[config.mk]
export PLATFORM = sky130hd
export DESIGN_NAME = positional_list_engine_core
export DESIGN_NICKNAME = d
export VERILOG_FILES = /design/src/hw/rtl/ple_pkg.sv /design/src/hw/rtl/positional_list_engine_core.sv
export SDC_FILE = /design/constraint.sdc
export NUM_CORES = 1
export LEC_CHECK = 0
export BUFFER_PORTS_ARGS = -buffer_cell sky130_fd_sc_hd__buf_2
export CORE_MARGIN = 10
export CORE_UTILIZATION = 39
export CTS_CLUSTER_DIAMETER = 60
export CTS_CLUSTER_SIZE = 30
export DETAILED_ROUTE_END_ITERATION = 8
export PLACE_DENSITY = 0.64
export SLEW_MARGIN = 20
export SYNTH_ARGS = -nofsm -noshare
export SYNTH_HDL_FRONTEND = slang
export SYNTH_SLANG_ARGS = --single-unit
[constraint.sdc]
create_clock -name i_clk -period 5.56 [get_ports i_clk]
set_input_delay 1.668 -clock i_clk [delete_from_list [all_inputs] [get_ports i_clk]]
set_output_delay 1.668 -clock i_clk [all_outputs]
set_load 0.02 [all_outputs]
[src/hw/rtl/ple_pkg.sv]
`timescale 1ns / 1ps

package ple_pkg;

    localparam int CAPACITY = 32;
    localparam int IDX_W    = $clog2(CAPACITY);
    localparam int LEN_W    = $clog2(CAPACITY + 1);
    localparam int DATA_W   = 32;
    localparam int POS_W    = 6;
    localparam int OP_W     = 3;

    localparam int IN_BITS   = OP_W + POS_W + DATA_W;
    localparam int IN_TDATA  = ((IN_BITS + 7) / 8) * 8;
    localparam int OUT_BITS  = 1 + DATA_W + LEN_W + LEN_W + 1;
    localparam int OUT_TDATA = ((OUT_BITS + 7) / 8) * 8;

    typedef enum logic [OP_W-1:0] {
        OP_INSERT = 3'd0,
        OP_DELETE = 3'd1,
        OP_GET    = 3'd2,
        OP_LOCATE = 3'd3,
        OP_CLEAR  = 3'd4
    } t_op;

    typedef enum logic [2:0] {
        ST_IDLE,
        ST_INS,
        ST_DEL,
        ST_LOC,
        ST_DONE
    } t_state;

endpackage

[src/hw/rtl/positional_list_engine_core.sv]
`timescale 1ns / 1ps

// Ordered list of up to CAPACITY signed 32-bit elements in a single-port-write,
// registered-read store, driven by a small sequencer that moves one element per
// cycle. One item is taken at a time; the input is ready only while the sequencer
// is idle. Insert, delete and get walk n = length - position + 1 entries, the
// number of entries moved or read (one for get), except that an insert at the end
// of the list moves none. Locate walks n entries, compared up to the first match
// or the whole list. Clear and any request that fails its checks go straight to
// the result. The sequencer is idle again as the result appears, so the next item
// can be accepted while it is shown. The worst case is a delete at position 1 of a
// full list, which walks all CAPACITY entries at one store read per cycle. A
// finished result sits in the output register while the next item is accepted;
// a result still waiting there holds the sequencer in its last step.
module positional_list_engine_core (
    input  logic                           i_clk,
    input  logic                           i_rst_n,
    input  logic                           i_s_axis_tvalid,
    output logic                           o_s_axis_tready,
    // operation[2:0], position[8:3], item_value[40:9], zero fill above
    input  logic [ple_pkg::IN_TDATA-1:0]   i_s_axis_tdata,
    output logic                           o_m_axis_tvalid,
    input  logic                           i_m_axis_tready,
    // fail[0], read_value[32:1], found_position[38:33], count[44:39],
    // is_empty[45], zero fill above
    output logic [ple_pkg::OUT_TDATA-1:0]  o_m_axis_tdata
);

    ple_pkg::t_state r_state, n_state;

    logic [ple_pkg::DATA_W-1:0] r_mem [ple_pkg::CAPACITY];
    logic [ple_pkg::DATA_W-1:0] r_rdata;

    logic                        mem_we, mem_re;
    logic [ple_pkg::IDX_W-1:0]   mem_wa, mem_ra;
    logic [ple_pkg::DATA_W-1:0]  mem_wd;

    logic [ple_pkg::LEN_W-1:0]   r_len, n_len;
    logic [ple_pkg::IDX_W-1:0]   r_idx, n_idx;
    logic [ple_pkg::IDX_W-1:0]   r_wa, n_wa;
    logic [ple_pkg::LEN_W-1:0]   r_left, n_left;
    logic                        r_pend, n_pend;
    logic                        r_cap, n_cap;
    logic                        r_first, n_first;
    ple_pkg::t_op                r_op, n_op;
    logic [ple_pkg::POS_W-1:0]   r_pos, n_pos;
    logic signed [ple_pkg::DATA_W-1:0] r_val, n_val;

    logic                        r_fail, n_fail;
    logic [ple_pkg::DATA_W-1:0]  r_rval, n_rval;
    logic [ple_pkg::LEN_W-1:0]   r_found, n_found;

    logic                        r_ovalid, n_ovalid;
    logic [ple_pkg::OUT_TDATA-1:0] r_odata, n_odata;

    logic                        in_acc;
    ple_pkg::t_op                in_op;
    logic [ple_pkg::POS_W-1:0]   in_pos;
    logic signed [ple_pkg::DATA_W-1:0] in_val;
    logic                        out_free;
    logic                        ins_bad, rd_bad;
    logic [ple_pkg::LEN_W:0]     len_p1;
    logic                        loc_hit;

    assign in_op  = ple_pkg::t_op'(i_s_axis_tdata[ple_pkg::OP_W-1:0]);
    assign in_pos = i_s_axis_tdata[ple_pkg::OP_W +: ple_pkg::POS_W];
    assign in_val = i_s_axis_tdata[ple_pkg::OP_W + ple_pkg::POS_W +: ple_pkg::DATA_W];

    assign o_s_axis_tready = (r_state == ple_pkg::ST_IDLE);
    assign in_acc          = i_s_axis_tvalid && o_s_axis_tready;
    assign out_free        = !r_ovalid || i_m_axis_tready;

    assign len_p1  = {1'b0, r_len} + {{ple_pkg::LEN_W{1'b0}}, 1'b1};
    assign ins_bad = (r_len >= ple_pkg::LEN_W'(ple_pkg::CAPACITY)) || (in_pos == '0)
                     || ({1'b0, in_pos} > len_p1);
    assign rd_bad  = (r_len == '0) || (in_pos == '0) || (in_pos > r_len);
    assign loc_hit = r_pend && (r_rdata == r_val);

    // next state
    always_comb begin
        n_state = r_state;
        unique case (r_state)
            ple_pkg::ST_IDLE: begin
                if (in_acc) begin
                    unique case (in_op)
                        ple_pkg::OP_INSERT: n_state = ins_bad ? ple_pkg::ST_DONE
                                                              : ple_pkg::ST_INS;
                        ple_pkg::OP_DELETE,
                        ple_pkg::OP_GET:    n_state = rd_bad ? ple_pkg::ST_DONE
                                                             : ple_pkg::ST_DEL;
                        ple_pkg::OP_LOCATE: n_state = ple_pkg::ST_LOC;
                        default:            n_state = ple_pkg::ST_DONE;
                    endcase
                end
            end
            ple_pkg::ST_INS: begin
                if (r_left == '0 && !r_pend) n_state = ple_pkg::ST_DONE;
            end
            ple_pkg::ST_DEL: begin
                if (r_left == '0 && !r_pend) n_state = ple_pkg::ST_DONE;
            end
            ple_pkg::ST_LOC: begin
                if (loc_hit || r_left == '0) n_state = ple_pkg::ST_DONE;
            end
            ple_pkg::ST_DONE: begin
                if (out_free) n_state = ple_pkg::ST_IDLE;
            end
            default: n_state = ple_pkg::ST_IDLE;
        endcase
    end

    // datapath and store control
    always_comb begin
        mem_we   = 1'b0;
        mem_wa   = r_wa;
        mem_wd   = r_rdata;
        mem_re   = 1'b0;
        mem_ra   = r_idx;
        n_len    = r_len;
        n_idx    = r_idx;
        n_wa     = r_wa;
        n_left   = r_left;
        n_pend   = r_pend;
        n_cap    = r_cap;
        n_first  = r_first;
        n_op     = r_op;
        n_pos    = r_pos;
        n_val    = r_val;
        n_fail   = r_fail;
        n_rval   = r_rval;
        n_found  = r_found;
        n_ovalid = r_ovalid && !i_m_axis_tready;
        n_odata  = r_odata;

        unique case (r_state)
            ple_pkg::ST_IDLE: begin
                if (in_acc) begin
                    n_op    = in_op;
                    n_pos   = in_pos;
                    n_val   = in_val;
                    n_fail  = 1'b0;
                    n_rval  = '0;
                    n_found = '0;
                    n_pend  = 1'b0;
                    n_cap   = 1'b0;
                    n_first = 1'b1;
                    unique case (in_op)
                        ple_pkg::OP_INSERT: begin
                            n_fail = ins_bad;
                            n_idx  = ple_pkg::IDX_W'(r_len - ple_pkg::LEN_W'(1));
                            n_left = ple_pkg::LEN_W'(len_p1 - {1'b0, in_pos});
                        end
                        ple_pkg::OP_DELETE: begin
                            n_fail = rd_bad;
                            n_idx  = ple_pkg::IDX_W'(in_pos - ple_pkg::POS_W'(1));
                            n_left = ple_pkg::LEN_W'(len_p1 - {1'b0, in_pos});
                        end
                        ple_pkg::OP_GET: begin
                            n_fail = rd_bad;
                            n_idx  = ple_pkg::IDX_W'(in_pos - ple_pkg::POS_W'(1));
                            n_left = ple_pkg::LEN_W'(1);
                        end
                        ple_pkg::OP_LOCATE: begin
                            n_idx  = '0;
                            n_left = r_len;
                        end
                        ple_pkg::OP_CLEAR: begin
                            n_len = '0;
                        end
                        default: begin
                            n_fail = 1'b1;
                        end
                    endcase
                end
            end
            // walk downward: read entry k-1, write it to k on the next cycle
            ple_pkg::ST_INS: begin
                if (r_pend) begin
                    mem_we = 1'b1;
                end
                if (r_left != '0) begin
                    mem_re = 1'b1;
                    n_wa   = r_idx + ple_pkg::IDX_W'(1);
                    n_idx  = r_idx - ple_pkg::IDX_W'(1);
                    n_left = r_left - ple_pkg::LEN_W'(1);
                    n_pend = 1'b1;
                end else begin
                    n_pend = 1'b0;
                    if (!r_pend) begin
                        mem_we = 1'b1;
                        mem_wa = ple_pkg::IDX_W'(r_pos - ple_pkg::POS_W'(1));
                        mem_wd = r_val;
                        n_len  = r_len + ple_pkg::LEN_W'(1);
                    end
                end
            end
            // walk upward: first read is the removed (for get, the read) item, the rest move down one
            ple_pkg::ST_DEL: begin
                if (r_pend) begin
                    if (r_cap) begin
                        n_rval = r_rdata;
                        n_cap  = 1'b0;
                    end else begin
                        mem_we = 1'b1;
                    end
                end
                if (r_left != '0) begin
                    mem_re  = 1'b1;
                    n_wa    = r_idx - ple_pkg::IDX_W'(1);
                    n_idx   = r_idx + ple_pkg::IDX_W'(1);
                    n_left  = r_left - ple_pkg::LEN_W'(1);
                    n_pend  = 1'b1;
                    n_cap   = r_first;
                    n_first = 1'b0;
                end else begin
                    n_pend = 1'b0;
                    if (!r_pend && r_op == ple_pkg::OP_DELETE) begin
                        n_len = r_len - ple_pkg::LEN_W'(1);
                    end
                end
            end
            ple_pkg::ST_LOC: begin
                if (loc_hit) begin
                    n_found = ple_pkg::LEN_W'({1'b0, r_wa} + ple_pkg::LEN_W'(1));
                    n_pend  = 1'b0;
                end else if (r_left != '0) begin
                    mem_re = 1'b1;
                    n_wa   = r_idx;
                    n_idx  = r_idx + ple_pkg::IDX_W'(1);
                    n_left = r_left - ple_pkg::LEN_W'(1);
                    n_pend = 1'b1;
                end else begin
                    n_pend = 1'b0;
                end
            end
            ple_pkg::ST_DONE: begin
                if (out_free) begin
                    n_ovalid = 1'b1;
                    n_odata  = ple_pkg::OUT_TDATA'({r_len == '0, r_len, r_found,
                                                     r_rval, r_fail});
                end
            end
            default: begin
                n_pend = 1'b0;
            end
        endcase
    end

    always_ff @(posedge i_clk) begin
        if (!i_rst_n) begin
            r_state  <= ple_pkg::ST_IDLE;
            r_len    <= '0;
            r_pend   <= 1'b0;
            r_ovalid <= 1'b0;
        end else begin
            r_state  <= n_state;
            r_len    <= n_len;
            r_pend   <= n_pend;
            r_ovalid <= n_ovalid;
        end
    end

    always_ff @(posedge i_clk) begin
        r_idx   <= n_idx;
        r_wa    <= n_wa;
        r_left  <= n_left;
        r_cap   <= n_cap;
        r_first <= n_first;
        r_op    <= n_op;
        r_pos   <= n_pos;
        r_val   <= n_val;
        r_fail  <= n_fail;
        r_rval  <= n_rval;
        r_found <= n_found;
        r_odata <= n_odata;
    end

    // element store: one write and one registered read per cycle
    always_ff @(posedge i_clk) begin
        if (mem_we) begin
            r_mem[mem_wa] <= mem_wd;
        end
    end

    always_ff @(posedge i_clk) begin
        if (mem_re) begin
            r_rdata <= r_mem[mem_ra];
        end
    end

    assign o_m_axis_tvalid = r_ovalid;
    assign o_m_axis_tdata  = r_odata;

    a_len_range: assert property (@(posedge i_clk) disable iff (!i_rst_n)
        r_len <= ple_pkg::LEN_W'(ple_pkg::CAPACITY))
        else $error("list length above capacity");

    a_we_in_walk: assert property (@(posedge i_clk) disable iff (!i_rst_n)
        mem_we |-> (r_state == ple_pkg::ST_INS || r_state == ple_pkg::ST_DEL))
        else $error("store written outside a shift walk");

    a_acc_busy: assert property (@(posedge i_clk) disable iff (!i_rst_n)
        in_acc |=> (r_state != ple_pkg::ST_IDLE))
        else $error("sequencer idle right after an accepted item");

    a_out_from_done: assert property (@(posedge i_clk) disable iff (!i_rst_n)
        $rose(r_ovalid) |-> $past(r_state) == ple_pkg::ST_DONE)
        else $error("result shown without finishing an item");

    a_len_step: assert property (@(posedge i_clk) disable iff (!i_rst_n)
        (r_state != ple_pkg::ST_IDLE && r_len != n_len)
            |-> (n_len == r_len + ple_pkg::LEN_W'(1) || n_len == r_len - ple_pkg::LEN_W'(1)))
        else $error("length moved by more than one during a walk");

endmodule

## After elaboration in Yosys (flattened, before gate mapping)

Memory sizes are Yosys's and may differ from the RTL's. A register that Yosys moved wholly into a read port is not among the register bits.
Cells that the tools add are included.

- Memories kept: 1
- Register bits after elaboration: 154
- RAM bits: 1024

- Reductions and logical operators: 42
- Add/sub/neg operators: 10
- $lt $le $gt $ge: 3
- Bitwise logic cells: 1
- Eq/ne operators: 29
- Mux-type cells: 65

Memory list:

| memory | words | bits a word | read ports | clocked after Yosys merged registers in | write ports | line | source |
|---|---|---|---|---|---|---|---|
| r_mem | 32 | 32 | 1 | 1 | 1 | positional_list_engine_core.sv:31 | `logic [ple_pkg::DATA_W-1:0] r_mem [ple_pkg::CAPACITY];` |

Operators with widths:

| operator | count |
|---|---|
| two-way mux 32 bit | 6 |
| two-way mux 6 bit | 11 |
| one-hot mux 32 bit (2 select lines) | 1 |
| one-hot mux 6 bit (3 select lines) | 3 |
| two-way mux 5 bit | 10 |
| equality test 32 bit | 1 |
| one-hot mux 5 bit (3 select lines) | 2 |
| != test 2 bit, second input constant | 13 |
| one-hot mux 5 bit (4 select lines) | 1 |
| logical NOT 6 bit | 3 |
| two-way mux 3 bit | 6 |
| two-way mux 1 bit | 16 |
| subtractor 5 x 1 -> 5 bit, second input constant | 3 |
| equality test 3 x 2 -> 1 bit, second input constant | 4 |
| one-hot mux 3 bit (4 select lines) | 1 |
| one-hot mux 6 bit (2 select lines) | 1 |
| AND reduction 4 bit | 3 |
| subtractor 6 x 1 -> 6 bit, second input constant | 2 |
| AND reduction 5 bit | 2 |
| equality test 3 x 1 -> 1 bit, second input constant | 3 |
| one-hot mux 3 bit (3 select lines) | 1 |
| AND reduction 3 bit | 3 |
| nonzero test 3 bit | 3 |
| != test 4 x 2 -> 1 bit, second input constant | 2 |
| 25 further kinds | 49 |

## Depth between registers and ports, before layout

- Word-level depth: 7
- Mapped depth: 10
- Depth with buffers taken out: 9

## Least setup slack after synthesis

OpenSTA, ideal clock, no wires.

- Path type: input to register
- Start: input port i_m_axis_tready
- End: register r_odata, in the netlist o_m_axis_tdata[0], enable pin
- Setup time: 0.450 ns
- Arrival: 3.681 ns
- Stages: 2
- Path buffers: 0
- Slack: 1.429 ns
- Path through: nor2b_1 -> nor2_1

- Word-level cells in the longest chain between the ends: 2

RTL lines:

| element | line | source |
|---|---|---|
| start, declared | positional_list_engine_core.sv:23 | `input logic i_m_axis_tready,` |
| logical OR 1 bit | positional_list_engine_core.sv:71 | `assign out_free = !r_ovalid \|\| i_m_axis_tready;` |
| AND reduction 2 bit (no source line) | - |  |
| end signal, assigned | positional_list_engine_core.sv:275 | `r_odata <= n_odata;` |
| end, declared | positional_list_engine_core.sv:54 | `logic [ple_pkg::OUT_TDATA-1:0] r_odata, n_odata;` |

No other way between the ends.
A chain may end at the register's enable or synchronous reset.

## Worst setup path after layout

- Start: register r_state[0]
- End: memory r_mem[29][31] (netlist name), enable pin

- Word-level cells in the longest chain between the ends: 4
- Elaborated cells between the ends (all ways): 6

RTL lines:

| element | line | source |
|---|---|---|
| start, declared | positional_list_engine_core.sv:29 | `ple_pkg::t_state r_state, n_state;` |
| start signal, assigned | positional_list_engine_core.sv:251 | `r_state <= ple_pkg::ST_IDLE;` |
| start signal, assigned | positional_list_engine_core.sv:256 | `r_state <= n_state;` |
| equality test 3 x 2 -> 1 bit or equality test 3 x 1 -> 1 bit (tied branches) | positional_list_engine_core.sv:135 | `unique case (r_state)` |
| one-hot mux 1 bit (2 select lines) | positional_list_engine_core.sv:135 |  |
| two-way mux 1 bit | positional_list_engine_core.sv:280 | `if (mem_we) begin` |
| two-way mux 1 bit (not written as such) | positional_list_engine_core.sv:281 | `r_mem[mem_wa] <= mem_wd;` |
| end, declared | positional_list_engine_core.sv:31 |  |

Several ways; a longest one is shown, not always the timed one.

==> flow_summary.json <==
{
  "drive_gt1_frac": 0.300,
  "switching_share": 0.232,
  "status": "complete, no violations",
  "nets": 2364,
  "multi_input_area_mm2": 0.0111,
  "postCtsHoldBufs": 0,
  "critPathTopFamily": "simple AND/OR/NAND/NOR gates",
  "vias": 22700,
  "clkPwrFrac": 0.342,
  "critPathRequiredTime_ns": 5.93,
  "fillers": 10100,
  "postPlaceCellArea_mm2": 0.0506,
  "synth-seq-cells": 1210,
  "rsz0062_at_grt": "no",
  "antenna_cells": 0,
  "fp-row-count": 128,
  "reg2reg_depth": 7,
  "antenna_found_initial": 5,
  "holdWs_ns": 0.423,
  "comb_power_share": 0.079,
  "post_cts_buffers": 0,
  "clockBufferDepth": 3,
  "synth_cell_types": 65,
  "wl_per_cell_um": 28.7,
  "endpoint_kind": "register",
  "power_density_mw_per_mm2": 333,
  "syn-instance-count": 2170,
  "drc": 0,
  "cp.depth": 7,
  "fin_worst_skew_ns": 0.0537,
  "power_mw": 17.7,
  "synth_area_mm2": 0.0477,
  "die_y_um": 370,
  "hold_path.class": "register to register",
  "syn_to_final_growth_pct": 11.6,
  "cts_tree": "yes",
  "cpMostUsedCell": "buf_4",
  "dieArea_mm2": 0.137,
  "report.final.setup_viol": 0,
  "seqPwrFrac": 0.579,
  "slew-limit-headroom": 0.231,
  "postRouteAntennaNets": 0,
  "yosysWarningCount": 0,
  "synth_edf_count": 1199,
  "min_path_cells": 0,
  "crit_type": "register to register",
  "finalWeightedCongestion": 0.813,
  "cp.arrival_ns": 4.87,
  "max_freq_mhz": 222,
  "grt_pass1_vias": 22900,
  "grt_first_pass_wirelength_um": 163000,
  "r2r-start": "r_state[0]",
  "postSynthAreaPerCell_um2": 22.0,
  "fin_crit_sh": 0.809,
  "path_max_fanout": 32,
  "vias_per_cell": 5.72,
  "drtPass1Iterations": 6,
  "cp_cell_sequence": "nor3b_1 -> and4_2 -> buf_4 -> a32oi_1 -> buf_4 -> nor2_4 -> buf_12",
  "cts_sinks": 1210,
  "grt.total_usage": 0.163,
  "worstMarginPinSlew_ns": 1.14,
  "clk_latency_ns": 0.67,
  "grt_max_degree": 128,
  "synthArstFlopShare": 0,
  "regArea_mm2": 0.0362,
  "endpoint": "r_mem[29][31]",
  "yosysSeqAreaShare": 0.760,
  "first_iter_violations": 2721,
  "cts-resized-gates": 0,
  "die_w_um": 370,
  "ctsHtreeMaxLevel": 3,
  "p_sw_mw": 4.11,
  "cp-startpoint": "r_state[0]",
  "min_period_ns": 4.50,
  "final_area_mm2": 0.0532,
  "slowest_stage": "nor2_4",
  "cts_made_buffers": 72,
  "overflow": 0,
  "core_area_mm2": 0.122,
  "cts.root.buffer_cell": "clkbuf_16",
  "r2r_slack_ns": 1.06,
  "hpwl_um": 64900,
  "r2r-end": "r_mem[29][31]",
  "initial_utilization": 0.392,
  "hold_viol": 0,
  "worst-path-buf-inv": 3,
  "port_buffers": 92,
  "ys.flop_type": "edfxtp_1",
  "tns_ns": 0,
  "power.leakage_nw": 16.5,
  "drt_wl_total_um": 114000,
  "critPathMaxStageDelay_ns": 0.80,
  "pin_count": 102,
  "slew_violations": 0,
  "clk_pin_slew_ns": 0.09,
  "crit_path_start_kind": "register",
  "ir_worst_vdd_v": 0.000258,
  "final_util": 0.438,
  "drv_cap": 0,
  "p_int_mw": 13.6
}
==> Yosys cell counts (all sizes together), types with 6 or more instances <==
cell type | count | area share
mux2 | 67 | 0.016
nand2 | 28 | 0.0022
nor2 | 67 | 0.0053
ha | 26 | 0.0068
a31oi | 6 | 0.00079
nor3 | 16 | 0.0017
clkbuf | 58 | 0.0046
o21ai | 17 | 0.0018
nand2b | 10 | 0.0013
nand3 | 28 | 0.0029
buf | 53 | 0.0070
inv | 32 | 0.0025
mux4 | 320 | 0.15
nor4 | 13 | 0.0017
edfxtp | 1199 | 0.76
xnor2 | 22 | 0.0040
dfxtp | 11 | 0.0046
a21oi | 22 | 0.0023
xor2 | 37 | 0.0068
nor2b | 7 | 0.00092
nor3b | 7 | 0.0011
and3 | 41 | 0.0054
==> layout make-up <==
type / instances / share of cell area
inverters: 33 / 0.00233
flip-flops and latches: 1210 / 0.681
multi-input cells: 817 / 0.208
repair buffers: 151 / 0.0226
clock buffers: 79 / 0.0356
clock inverters: 51 / 0.0127
well taps: 1625 / 0.0382
==> power groups by stage <==
stage / logic (mW) / registers (mW) / clock network (mW)
floorplan: 0.975 / 10.4 / 0
global placement: 1.39 / 10.5 / 0
detailed placement: 1.41 / 10.5 / 0
CTS: 1.42 / 10.2 / 6.18
global route: 1.50 / 10.3 / 6.50
finish: 1.40 / 10.2 / 6.06
==> worst min-delay path by stage <==
stage,from,to,slack [ns]
after global routing,r_found[0],o_m_axis_tdata[33],0.43
after floorplan,r_fail,o_m_axis_tdata[0],0.40
after global placement,r_rval[21],o_m_axis_tdata[22],0.41
after CTS,r_rval[1],o_m_axis_tdata[2],0.42
after detailed placement,r_rval[8],o_m_axis_tdata[9],0.41
final,r_found[0],o_m_axis_tdata[33],0.42
==> logic make-up after synthesis <==
kind of cell | count (synthesis) | synth area share
AOI/OAI and AO/OA | 101 | 0.0146
other | 1 | 0.0000786
DFF | 1210 | 0.760
muxes | 391 | 0.168
buffers and inverters | 144 | 0.0142
xor gates and xnor gates | 59 | 0.0108
adders and majority gates | 27 | 0.00724
and+or+nand+nor | 237 | 0.0255
==> metrics by stage <==
stage	instances	setup WS [ns]
after floorplan	2171	1.43
after global placement	3836	1.10
after detailed placement	3836	1.05
after CTS	3966	1.06
after global routing	3966	0.799
final	3966	1.06
==> state kept, by name, indices dropped and copies added, names as in the netlist, 3 cells and up <==
register        flops
r_mem            1024
o_m_axis_tdata     46
r_rdata            32
r_rval             32
r_val              32
r_found             6
r_left              6
r_len               6
mem_ra              5
r_pos               5
r_wa                5
r_op                3
r_state             3
==> metal layers <==
metal  wire length, um  track usage  vias to the layer above
met2             53800        0.258                     1019
met3             11500       0.0470                      150
li1                  -            -                     9309
met1             45800        0.224                    12200
met5                13            0                        -
met4              2710       0.0375                        2
==> placed cells by master (no fill, tap or decap), types with 6 or more instances in the layout <==
master,count
edfxtp_1,1199
mux4_2,320
buf_2,92
clkbuf_16,75
mux2_2,67
and3_1,40
xor2_1,37
buf_4,35
nor2_1,33
nor2_4,33
inv_1,32
nand3_1,28
nand2_1,28
ha_1,26
buf_12,24
xnor2_1,22
a21oi_1,22
o21ai_0,16
nor3_1,15
nor4_1,13
nand2b_1,10
dfxtp_1,10
inv_6,8
clkinv_4,8
nor3b_1,7
nor2b_1,7
clkinv_8,7
clkinv_1,6
No activity file was read; power rests on OpenSTA's default activity.
